--- config.mk ---
export PLATFORM = sky130hd
export DESIGN_NAME = reader_writer_lock_manager
export DESIGN_NICKNAME = d
export VERILOG_FILES = /design/src/hw/rtl/rwlm_pkg.sv /design/src/hw/rtl/rwlm_fifo.sv /design/src/hw/rtl/rwlm_datapath.sv /design/src/hw/rtl/rwlm_ctrl.sv /design/src/hw/rtl/reader_writer_lock_manager.sv
export SDC_FILE = /design/constraint.sdc
export NUM_CORES = 1
export LEC_CHECK = 0
export ABC_AREA = 1
export BUFFER_PORTS_ARGS = -buffer_cell sky130_fd_sc_hd__buf_4
export CORE_MARGIN = 4
export CORE_UTILIZATION = 65
export CTS_BUF_LIST = sky130_fd_sc_hd__clkbuf_8
export DETAILED_ROUTE_END_ITERATION = 8
export GPL_TIMING_DRIVEN = 0
export PLACE_DENSITY_LB_ADDON = 0.25
export SLEW_MARGIN = 15
export SYNTH_ARGS = -nofsm -noshare
export SYNTH_HDL_FRONTEND = slang
export SYNTH_HIERARCHICAL = 1
export SYNTH_SLANG_ARGS = --single-unit
--- constraint.sdc ---
create_clock -name clk -period 2.9 [get_ports clk]
set_input_delay 0.58 -clock clk [delete_from_list [all_inputs] [get_ports clk]]
set_output_delay 0.58 -clock clk [all_outputs]
set_load 0.02 [all_outputs]
--- src/hw/rtl/rwlm_pkg.sv ---
`timescale 1ns / 1ps
// ----------------------------------------------------------------------------
// rwlm_pkg
// Shared types and constants of the reader-writer lock manager: request and
// result transaction structs, request and event codes, and the control and
// status bundles between the controller and the datapath.
// ----------------------------------------------------------------------------
package rwlm_pkg;

  localparam logic [1:0] KIND_ACQ_SHARED = 2'd0;
  localparam logic [1:0] KIND_ACQ_EXCL   = 2'd1;
  localparam logic [1:0] KIND_REL_SHARED = 2'd2;
  localparam logic [1:0] KIND_REL_EXCL   = 2'd3;

  localparam logic [1:0] EV_GRANTED  = 2'd0;
  localparam logic [1:0] EV_QUEUED   = 2'd1;
  localparam logic [1:0] EV_RELEASED = 2'd2;
  localparam logic [1:0] EV_DROPPED  = 2'd3;

  localparam int HOLDERS_WIDTH = 10;
  localparam logic signed [HOLDERS_WIDTH-1:0] HOLDERS_MAX    = 10'sd511;
  localparam logic signed [HOLDERS_WIDTH-1:0] HOLDERS_WRITER = -10'sd1;
  localparam logic signed [HOLDERS_WIDTH-1:0] HOLDERS_ONE    = 10'sd1;
  localparam logic signed [HOLDERS_WIDTH-1:0] HOLDERS_FREE   = 10'sd0;

  typedef struct packed {
    logic [1:0] kind;
    logic [7:0] requester_id;
  } in_t;

  typedef struct packed {
    logic [1:0] event_res;
    logic [7:0] who;
    logic       exclusive_grant;
    logic       is_last;
  } out_t;

  // Commands from the controller to the datapath.
  typedef struct packed {
    logic load;   // capture the incoming request
    logic eval;   // evaluate the request and emit its first result
    logic wake;   // grant the waiter at the head of the selected queue
  } cmd_t;

  // Status from the datapath to the controller.
  typedef struct packed {
    logic out_free;    // the output register can take a result this cycle
    logic wake_pend;   // the request being evaluated wakes at least one waiter
    logic wake_more;   // another reader follows the one being woken
  } sts_t;

endpackage

--- src/hw/rtl/rwlm_fifo.sv ---
`timescale 1ns / 1ps
// ----------------------------------------------------------------------------
// rwlm_fifo
// Waiter queue: a circular buffer of requester ids with a head pointer and a
// fill count. The entry at the head is read into a register every cycle.
// ----------------------------------------------------------------------------
module rwlm_fifo #(
  parameter int DEPTH = 16,
  parameter int WIDTH = 8
) (
  input  logic             clk,
  input  logic             rst_n,
  input  logic             push,
  input  logic             pop,
  input  logic [WIDTH-1:0] wr_data,
  output logic [WIDTH-1:0] rd_data,
  output logic             empty,
  output logic             single,
  output logic             full
);

  localparam int AW = (DEPTH > 1) ? $clog2(DEPTH) : 1;
  localparam int FW = $clog2(DEPTH + 1);

  logic [WIDTH-1:0] mem [DEPTH];
  logic [WIDTH-1:0] rd_data_r;
  logic [AW-1:0]    head_r, head_nxt;
  logic [FW-1:0]    fill_r, fill_nxt;
  logic [AW:0]      wr_sum;
  logic [AW:0]      wr_wrap;
  logic [AW-1:0]    wr_pos;

  // The tail sits fill entries past the head, wrapped once at most.
  assign wr_sum  = (AW + 1)'(head_r) + (AW + 1)'(fill_r);
  assign wr_wrap = (wr_sum >= (AW + 1)'(DEPTH)) ? (wr_sum - (AW + 1)'(DEPTH)) : wr_sum;
  assign wr_pos  = wr_wrap[AW-1:0];

  always_comb begin
    head_nxt = head_r;
    fill_nxt = fill_r;
    if (pop) begin
      head_nxt = (head_r == AW'(DEPTH - 1)) ? '0 : head_r + 1'b1;
      fill_nxt = fill_r - 1'b1;
    end else if (push) begin
      fill_nxt = fill_r + 1'b1;
    end
  end

  always_ff @(posedge clk) begin
    if (!rst_n) begin
      head_r <= '0;
      fill_r <= '0;
    end else begin
      head_r <= head_nxt;
      fill_r <= fill_nxt;
    end
  end

  always_ff @(posedge clk) begin
    if (push) begin
      mem[wr_pos] <= wr_data;
    end
    rd_data_r <= mem[head_r];
  end

  assign rd_data = rd_data_r;
  assign empty   = (fill_r == '0);
  assign single  = (fill_r == FW'(1));
  assign full    = (fill_r == FW'(DEPTH));

endmodule

--- src/hw/rtl/rwlm_datapath.sv ---
`timescale 1ns / 1ps
// ----------------------------------------------------------------------------
// rwlm_datapath
// Lock state, waiter queues and result register. Decides grant, queue, drop
// or release for a request and grants woken waiters on command.
// ----------------------------------------------------------------------------
module rwlm_datapath #(
  parameter int QUEUE_DEPTH = 16,
  parameter int ID_WIDTH    = 8
) (
  input  logic          clk,
  input  logic          rst_n,
  input  rwlm_pkg::in_t in_data,
  input  rwlm_pkg::cmd_t cmd,
  output rwlm_pkg::sts_t sts,
  output logic          out_valid,
  input  logic          out_stall,
  output rwlm_pkg::out_t out_data
);

  rwlm_pkg::in_t   req_r;
  rwlm_pkg::out_t  out_r, out_nxt;
  logic            out_valid_r;
  logic            wake_rd_r, wake_rd_nxt;
  logic signed [rwlm_pkg::HOLDERS_WIDTH-1:0] holders_r, holders_nxt;

  logic [ID_WIDTH+7:0] req_ext;
  logic [ID_WIDTH-1:0] req_id;
  logic [ID_WIDTH+7:0] req_who_ext;
  logic [ID_WIDTH-1:0] head_id;
  logic [ID_WIDTH+7:0] head_who_ext;

  logic                rq_push, rq_pop, wq_push, wq_pop;
  logic [ID_WIDTH-1:0] rq_rd, wq_rd;
  logic                rq_empty, rq_single, rq_full;
  logic                wq_empty, wq_single, wq_full;
  logic                wake_pend;

  // The id is kept in its low ID_WIDTH bits; results show its low byte.
  assign req_ext      = {{ID_WIDTH{1'b0}}, req_r.requester_id};
  assign req_id       = req_ext[ID_WIDTH-1:0];
  assign req_who_ext  = {8'b0, req_id};
  assign head_id      = wake_rd_r ? rq_rd : wq_rd;
  assign head_who_ext = {8'b0, head_id};

  rwlm_fifo #(.DEPTH(QUEUE_DEPTH), .WIDTH(ID_WIDTH)) u_reader_q (
    .clk     (clk),
    .rst_n   (rst_n),
    .push    (rq_push),
    .pop     (rq_pop),
    .wr_data (req_id),
    .rd_data (rq_rd),
    .empty   (rq_empty),
    .single  (rq_single),
    .full    (rq_full)
  );

  rwlm_fifo #(.DEPTH(QUEUE_DEPTH), .WIDTH(ID_WIDTH)) u_writer_q (
    .clk     (clk),
    .rst_n   (rst_n),
    .push    (wq_push),
    .pop     (wq_pop),
    .wr_data (req_id),
    .rd_data (wq_rd),
    .empty   (wq_empty),
    .single  (wq_single),
    .full    (wq_full)
  );

  // A release wakes waiters only when it actually frees the lock.
  always_comb begin
    wake_pend   = 1'b0;
    wake_rd_nxt = wake_rd_r;
    unique case (req_r.kind)
      rwlm_pkg::KIND_REL_SHARED: begin
        wake_pend = (holders_r == rwlm_pkg::HOLDERS_ONE) && !wq_empty;
      end
      rwlm_pkg::KIND_REL_EXCL: begin
        wake_pend = (holders_r == rwlm_pkg::HOLDERS_WRITER) && (!rq_empty || !wq_empty);
      end
      default: begin
        wake_pend = 1'b0;
      end
    endcase
    // Only an exclusive release hands the lock to the queued readers; the last
    // shared release wakes only a writer, and only if one is queued.
    if (cmd.eval) begin
      wake_rd_nxt = (req_r.kind == rwlm_pkg::KIND_REL_EXCL) && !rq_empty;
    end
  end

  always_comb begin
    holders_nxt = holders_r;
    out_nxt     = out_r;
    rq_push     = 1'b0;
    rq_pop      = 1'b0;
    wq_push     = 1'b0;
    wq_pop      = 1'b0;
    if (cmd.eval) begin
      out_nxt.who     = req_who_ext[7:0];
      out_nxt.is_last = !wake_pend;
      unique case (req_r.kind)
        rwlm_pkg::KIND_ACQ_SHARED: begin
          out_nxt.exclusive_grant = 1'b0;
          if (!wq_empty || holders_r[rwlm_pkg::HOLDERS_WIDTH-1]) begin
            if (!rq_full) begin
              rq_push           = 1'b1;
              out_nxt.event_res = rwlm_pkg::EV_QUEUED;
            end else begin
              out_nxt.event_res = rwlm_pkg::EV_DROPPED;
            end
          end else if (holders_r == rwlm_pkg::HOLDERS_MAX) begin
            out_nxt.event_res = rwlm_pkg::EV_DROPPED;
          end else begin
            holders_nxt       = holders_r + rwlm_pkg::HOLDERS_ONE;
            out_nxt.event_res = rwlm_pkg::EV_GRANTED;
          end
        end
        rwlm_pkg::KIND_ACQ_EXCL: begin
          out_nxt.exclusive_grant = 1'b1;
          if (holders_r == rwlm_pkg::HOLDERS_FREE) begin
            holders_nxt       = rwlm_pkg::HOLDERS_WRITER;
            out_nxt.event_res = rwlm_pkg::EV_GRANTED;
          end else if (!wq_full) begin
            wq_push           = 1'b1;
            out_nxt.event_res = rwlm_pkg::EV_QUEUED;
          end else begin
            out_nxt.event_res = rwlm_pkg::EV_DROPPED;
          end
        end
        rwlm_pkg::KIND_REL_SHARED: begin
          out_nxt.exclusive_grant = 1'b0;
          out_nxt.event_res       = rwlm_pkg::EV_RELEASED;
          if (!holders_r[rwlm_pkg::HOLDERS_WIDTH-1] && holders_r != rwlm_pkg::HOLDERS_FREE) begin
            holders_nxt = holders_r - rwlm_pkg::HOLDERS_ONE;
          end
        end
        rwlm_pkg::KIND_REL_EXCL: begin
          out_nxt.exclusive_grant = 1'b1;
          out_nxt.event_res       = rwlm_pkg::EV_RELEASED;
          if (holders_r == rwlm_pkg::HOLDERS_WRITER) begin
            holders_nxt = rwlm_pkg::HOLDERS_FREE;
          end
        end
        default: begin
          out_nxt.exclusive_grant = 1'b0;
          out_nxt.event_res       = rwlm_pkg::EV_RELEASED;
        end
      endcase
    end else if (cmd.wake) begin
      out_nxt.who       = head_who_ext[7:0];
      out_nxt.event_res = rwlm_pkg::EV_GRANTED;
      if (wake_rd_r) begin
        rq_pop                  = 1'b1;
        holders_nxt             = holders_r + rwlm_pkg::HOLDERS_ONE;
        out_nxt.exclusive_grant = 1'b0;
        out_nxt.is_last         = rq_single;
      end else begin
        wq_pop                  = 1'b1;
        holders_nxt             = rwlm_pkg::HOLDERS_WRITER;
        out_nxt.exclusive_grant = 1'b1;
        out_nxt.is_last         = 1'b1;
      end
    end
  end

  always_ff @(posedge clk) begin
    if (!rst_n) begin
      holders_r   <= rwlm_pkg::HOLDERS_FREE;
      out_valid_r <= 1'b0;
      wake_rd_r   <= 1'b0;
    end else begin
      holders_r <= holders_nxt;
      wake_rd_r <= wake_rd_nxt;
      if (cmd.eval || cmd.wake) begin
        out_valid_r <= 1'b1;
      end else if (!out_stall) begin
        out_valid_r <= 1'b0;
      end
    end
  end

  always_ff @(posedge clk) begin
    if (cmd.load) begin
      req_r <= in_data;
    end
    out_r <= out_nxt;
  end

  assign sts.out_free  = !out_valid_r || !out_stall;
  assign sts.wake_pend = wake_pend;
  assign sts.wake_more = wake_rd_r && !rq_single;
  assign out_valid     = out_valid_r;
  assign out_data      = out_r;

endmodule

--- src/hw/rtl/rwlm_ctrl.sv ---
`timescale 1ns / 1ps
// ----------------------------------------------------------------------------
// rwlm_ctrl
// Sequencer: takes one request, has it evaluated, then steps through the
// waiters it wakes, one grant per pass of the waiter queue read.
// ----------------------------------------------------------------------------
module rwlm_ctrl (
  input  logic           clk,
  input  logic           rst_n,
  input  logic           in_valid,
  output logic           in_stall,
  input  rwlm_pkg::sts_t sts,
  output rwlm_pkg::cmd_t cmd
);

  typedef enum logic [3:0] {
    ST_IDLE = 4'b0001,
    ST_EVAL = 4'b0010,
    ST_READ = 4'b0100,
    ST_WAKE = 4'b1000
  } state_t;

  state_t state_r, state_nxt;

  always_comb begin
    state_nxt = state_r;
    cmd       = '0;
    unique case (state_r)
      ST_IDLE: begin
        if (in_valid) begin
          cmd.load  = 1'b1;
          state_nxt = ST_EVAL;
        end
      end
      ST_EVAL: begin
        if (sts.out_free) begin
          cmd.eval  = 1'b1;
          state_nxt = sts.wake_pend ? ST_READ : ST_IDLE;
        end
      end
      // The queue head is read into a register; this state lets it settle
      // after the previous pop.
      ST_READ: begin
        state_nxt = ST_WAKE;
      end
      ST_WAKE: begin
        if (sts.out_free) begin
          cmd.wake  = 1'b1;
          state_nxt = sts.wake_more ? ST_READ : ST_IDLE;
        end
      end
      default: begin
        state_nxt = ST_IDLE;
      end
    endcase
  end

  always_ff @(posedge clk) begin
    if (!rst_n) begin
      state_r <= ST_IDLE;
    end else begin
      state_r <= state_nxt;
    end
  end

  assign in_stall = (state_r != ST_IDLE);

endmodule

--- src/hw/rtl/reader_writer_lock_manager.sv ---
`timescale 1ns / 1ps
// Sequence: a request accepted in IDLE is evaluated in EVAL, and its first result goes into the
// output register; EVAL waits while the result channel stalls.
// Flow: no new request is taken until the last one is through; each woken waiter adds a READ
// and a WAKE state, set by the registered read of the waiter queue head between grants.
// Reset: synchronous, active low; clears the holder count and both queue pointers and fill
// counts at once. Queue entries are not cleared, and no clearing pass runs.
// ----------------------------------------------------------------------------
// reader_writer_lock_manager
// Single reader-writer lock with writer preference, holder count, and reader
// and writer waiter queues. Releases wake and grant waiters.
// ----------------------------------------------------------------------------
module reader_writer_lock_manager #(
  parameter int QUEUE_DEPTH = 16,
  parameter int ID_WIDTH    = 8
) (
  input  logic           clk,
  input  logic           rst_n,
  input  logic           in_valid,
  output logic           in_stall,
  input  rwlm_pkg::in_t  in_data,
  output logic           out_valid,
  input  logic           out_stall,
  output rwlm_pkg::out_t out_data
);

  rwlm_pkg::cmd_t cmd;
  rwlm_pkg::sts_t sts;

  rwlm_ctrl u_ctrl (
    .clk      (clk),
    .rst_n    (rst_n),
    .in_valid (in_valid),
    .in_stall (in_stall),
    .sts      (sts),
    .cmd      (cmd)
  );

  rwlm_datapath #(.QUEUE_DEPTH(QUEUE_DEPTH), .ID_WIDTH(ID_WIDTH)) u_datapath (
    .clk       (clk),
    .rst_n     (rst_n),
    .in_data   (in_data),
    .cmd       (cmd),
    .sts       (sts),
    .out_valid (out_valid),
    .out_stall (out_stall),
    .out_data  (out_data)
  );

endmodule
-- Yosys cells after proc, flatten, opt, wreduce, memory -nomap -nowiden
Memories as Yosys holds them, arrays and structs flattened. A register that Yosys moved wholly into a read port is not among the register bits.
Cells that the tools add are included.
W data, S select, Z words.
- flip-flop bits (word level): 56
- bits in writable memories: 256
- input bits: 14
- output and inout bits: 14
- word-level logic and storage cells: 144
- memories: 2
- add/subtract/negate cells: 12
- $lt $le $gt $ge: 2
- equality and inequality tests: 25
- multiplexer cells: 60
- reductions and logical operators: 29
- memories (memory ; depth ; width ; rd ports ; clocked after Yosys merged registers in ; wr ports ; RTL line ; text):
    u_datapath.u_reader_q.mem ; 16 ; 8 ; 1 ; 1 ; 1 ; rwlm_fifo.sv:25 ; logic [WIDTH-1:0] mem [DEPTH];
    u_datapath.u_writer_q.mem ; 16 ; 8 ; 1 ; 1 ; 1 ; rwlm_fifo.sv:25 ;
- operator list (cell ; number):
    $mux W10 ; 8
    $pmux W10 S4 ; 1
    $mux W4 ; 7
    $mux W1 ; 25
    $mux W12 ; 2
    $mux W5 ; 4
    $pmux W4 S4 ; 1
    $ne A3 B3 Y1 const B ; 5
    $eq A4 B4 Y1 const B ; 3
    $mux W2 ; 6
    $add A10 B2 Y10 const B ; 1
    $add A4 B5 Y5 ; 2
    $add A5 B1 Y5 const B ; 2
    $eq A10 B1 Y1 const B ; 1
    $eq A10 B10 Y1 const B ; 1
    $eq A10 B2 Y1 const B ; 1
    $eq A5 B5 Y1 const B ; 2
    $ge A5 B5 Y1 const B ; 2
    $logic_not A10 Y1 ; 1
    $logic_not A5 Y1 ; 2
    $reduce_bool A10 Y1 ; 1
    $sub A10 B2 Y10 const B ; 1
    $sub A5 B1 Y5 const B ; 2
    $add A4 B1 Y4 const B ; 2
    22 further kinds ; 45

-- Depth between registers and ports, before layout
- depth after elaboration: 8
- depth in mapped cells: 19
- depth with buffers taken out: 19

-- Modules after synthesis
The synthesis kept the hierarchy.
- by module, submodules not included (module ; instances ; cells each ; area each (um^2) ; sequential area each (um^2)):
    rwlm_fifo at u_datapath.u_reader_q ; 1 ; 674 ; 6471.2 ; 4184.0
    rwlm_fifo at u_datapath.u_writer_q ; 1 ; 669 ; 6467.5 ; 4184.0
    rwlm_datapath ; 1 ; 297 ; 2152.1 ; 900.9
    rwlm_ctrl ; 1 ; 50 ; 301.5 ; 80.1

-- Least setup slack after synthesis
No wires, ideal clock.
- kind: input to register
- from: input out_stall
- to: memory u_datapath.u_writer_q.mem[10][0] (enable)
- library setup time: 0.370 ns
- arrival time: 2.232 ns
- data required time: 2.530 ns
- slack: 0.298 ns
- stages: 9
- path buffers: 0
- cells stage by stage: nand2_1 inv_1 nor2_1 inv_2 nor2_1 o21ai_2 nor2_1 nand3_1 nor2_1
- RTL lines (element ; RTL line ; text):
    start, declared ; reader_writer_lock_manager.sv:23 ; input logic out_stall,
    end, declared ; rwlm_fifo.sv:25 ;

-- Worst setup path in the final report
- from: register u_datapath.u_writer_q.fill_r[1]
- to: memory u_datapath.u_reader_q.mem[11][3] (enable)
- cells in the longest elaborated chain, start to end: 8
- ends and longest elaborated chain (element ; RTL line ; text):
    start, declared ; rwlm_fifo.sv:28 ; logic [FW-1:0] fill_r, fill_nxt;
    start signal, assigned ; rwlm_fifo.sv:55 ; fill_r <= fill_nxt;
    $logic_not A5 Y1 ; rwlm_fifo.sv:67 ; assign empty = (fill_r == '0);
    named net u_datapath.wq_empty ; rwlm_datapath.sv:36 ; logic wq_empty, wq_single, wq_full;
    $logic_not A1 Y1 ; rwlm_datapath.sv:105 ; if (!wq_empty || holders_r[rwlm_pkg::HOLDERS_WIDTH-1]) begin
    $logic_or A1 B1 Y1 ; rwlm_datapath.sv:105 ;
    $mux W1 ; rwlm_datapath.sv:105 ;
    $mux W1 ; rwlm_datapath.sv:102 ; unique case (req_r.kind)
    $mux W1 ; rwlm_datapath.sv:99 ; if (cmd.eval) begin
    named net u_datapath.rq_push ; rwlm_datapath.sv:33 ; logic rq_push, rq_pop, wq_push, wq_pop;
    $mux W1 ; rwlm_fifo.sv:60 ; if (push) begin
    $mux W1 (not written as such) ; rwlm_fifo.sv:61 ; mem[wr_pos] <= wr_data;
    end, declared ; rwlm_fifo.sv:25 ;
The timed path passes the listed nets, and every way through them passes these cells.

==> flow_metrics.env <==
export IMPL_reg2reg_slack_ns=0.18
export IMPL_setup_viol=0
export IMPL_ys_warn_count=6
export IMPL_endpoint="u_datapath/u_reader_q/mem[11][3]"
export IMPL_postLayoutCoreUtil=0.7496
export IMPL_skew_ns=0.02937
export IMPL_period_share=0.9388
export IMPL_diodes=0
export IMPL_fillers=1682
export IMPL_r2r_start="u_datapath/u_writer_q/fill_r[1]"
export IMPL_syn_area_sq_um=15370
export IMPL_reg2regPathDepth=13
export IMPL_slew_headroom=0.4783
export IMPL_dp_slack_ns=-0.6933
export IMPL_hold_start="in_data[3]"
export IMPL_dr_first_iter_drc_count=1311
export IMPL_syn_num_nets=1720
export IMPL_overflow=0
export IMPL_final_nets=1813
export IMPL_worstHoldPathType="primary input to flip-flop"
export IMPL_num_vias=11628
export IMPL_drv_slew=0
export IMPL_clk_pin_slew_ns=0.06
export IMPL_die_area_sq_um=26170
export IMPL_fin_ws_ns=0.1774
export IMPL_maxCapViolCount=0
export IMPL_hold_violations=0
export IMPL_setup_tns_ns=0
export IMPL_die_w_microns=161.8
export IMPL_hpwl_mm=24.79
export IMPL_num_io_pins=28
export IMPL_root_buffer="clkbuf_8"
export IMPL_endpoint_kind="flip-flop"
export IMPL_grt_max_degree=23
export IMPL_outcome="complete, no violations"
export IMPL_layout_commonest_cell="nand2_1"
export IMPL_layout_min_cycle_time_ns=2.723
export IMPL_htreeDepth=2
export IMPL_tightest_slew_ns=0.7825
export IMPL_layout_drive_gt1_share=0.1393
export IMPL_clock_latency_ns=0.58
export IMPL_place_gp_congestion=0.9338
export IMPL_drt_antenna_violating_nets=0
export IMPL_cts_sinks=328
export IMPL_syn_mean_instance_area_sq_um=9.112
export IMPL_cp_start_kind="flip-flop"
export IMPL_rsz0062_at_grt="no"
export IMPL_cp_max_fo=8
export IMPL_ir_drop_uv=426.5
export IMPL_start_util=0.6569
export IMPL_cts_buffer_depth=3
export IMPL_portBuffers=27
export IMPL_antenna_found_initial=0
export IMPL_worstPathArrival_ns=2.95
export IMPL_synth_cells=1687
export IMPL_vias_per_cell=5.429
export IMPL_syn2layout_area_growth_pct=14.11
export IMPL_row_count=56
export IMPL_fmax_ghz=0.3673
export IMPL_grt_pass1_wl_mm=57.75
export IMPL_cts_buffers=52
export IMPL_detail_route_wl_per_cell_microns=17.17
export IMPL_fin_area_sq_um=17540
export IMPL_final_cell_mix="nand2_1 (515), inv_1 (313), edfxtp_1 (278)"
export IMPL_power_mw=9.452
export IMPL_critical_path_class="flip-flop to flip-flop"
export IMPL_hold_buffers=0
export IMPL_tritoncts="done"
export IMPL_first_pass_iters=5
export IMPL_die_h_microns=161.8
export IMPL_dpl_instance_area_sq_um=16180
export IMPL_r2r_end="u_datapath/u_reader_q/mem[11][3]"
export IMPL_wirelength_mm=36.78
export IMPL_drc_errors=0
export IMPL_first_global_vias=11045
export IMPL_core_sq_um=23400
export IMPL_p_per_area_nw_per_um2=538.8
export IMPL_cp_required_ns=3.13
export IMPL_p_leak_nw=7.711
export IMPL_track_usage=0.2807
export IMPL_crit_path_start="u_datapath/u_writer_q/fill_r[1]"
-- timing repair --
action | 4_1_cts | 5_1_grt
endpoints found under the hold margin | 0 | 0
buffers inserted | 0 | 1
resized for setup | 52 | 26
pin swaps | 0 | 2
endpoints found under the setup margin | 256 | 259
-- area by class of cell --
cell class / instances / area, sq um / area share
timing repair buffer: 39 / 425.4 / 0.02425
sequential: 328 / 9349 / 0.5330
clock buffer: 56 / 770.7 / 0.04394
inverter: 321 / 1207 / 0.06883
multi-input combinational: 980 / 4736 / 0.2700
clock inverter: 41 / 279.0 / 0.01591
tap: 319 / 399.1 / 0.02275
buffer: 58 / 375.4 / 0.02140
-- sequential cells by signal, indices dropped and copies added, names as in the netlist --
| name | flops |
|---|---|
| u_datapath/u_reader_q/fill_r | 5 |
| u_datapath/u_reader_q/rd_data | 8 |
| u_datapath/u_writer_q/head_r | 4 |
| u_datapath/out_data | 12 |
| u_datapath/out_valid | 1 |
| u_datapath/u_reader_q/mem | 128 |
| u_datapath/u_writer_q/mem | 128 |
| u_datapath/req_id | 8 |
| u_datapath/u_reader_q/head_r | 4 |
| u_ctrl/state_r | 4 |
| u_datapath/wake_rd_r | 1 |
| u_datapath/holders_r | 10 |
| u_datapath/u_writer_q/rd_data | 8 |
| u_datapath/u_writer_q/fill_r | 5 |
| u_datapath/req_r | 2 |
-- worst min path at each step --
stage                                      end  slack [ns]  cells after the start
5_1_grt                   u_datapath/req_id[6]        0.16                      1
4_1_cts                   u_datapath/req_id[5]        0.16                      1
3_5_place_dp            u_datapath/out_data[3]        0.50                      2
2_1_floorplan  u_datapath/u_writer_q/fill_r[0]        0.47                      1
3_3_place_gp            u_datapath/out_data[2]        0.50                      2
6_report                  u_datapath/req_id[3]        0.19                      1
-- through the flow --
stage | cells | hold WS (ns)
after global placement | 2033 | 0.4997
after detailed placement | 2044 | 0.5042
final | 2142 | 0.1884
after floorplan | 1687 | 0.4739
after CTS | 2141 | 0.1613
after global routing | 2142 | 0.1595
-- per-layer routing --
| metal | vias up | global-route usage | wire, microns |
|---|---|---|---|
| met5 | - | 0 | 0 |
| met4 | 0 | 0.1061 | 1361 |
| met3 | 112 | 0.03857 | 2844 |
| met2 | 554 | 0.4686 | 17810 |
| met1 | 5407 | 0.3804 | 14770 |
| li1 | 5555 | - | - |
-- critical path, cell delays in order, from the launching register on --
cell	delay (ns)
dfxtp_1	0.44
inv_1	0.12
ha_1	0.20
inv_1	0.09
nor2_1	0.07
inv_1	0.06
nor2_1	0.05
inv_1	0.14
nor2_1	0.09
nor2_1	0.10
nand2_1	0.11
nor2_4	0.21
nand3_2	0.33
nor2_4	0.37
-- power by group --
group          total (mW)  internal, mW  switching, mW
logic               0.327         0.112          0.215
clock network        3.91          2.14           1.77
registers            5.22          5.16         0.0568
Power figures use the tool's default switching activity.
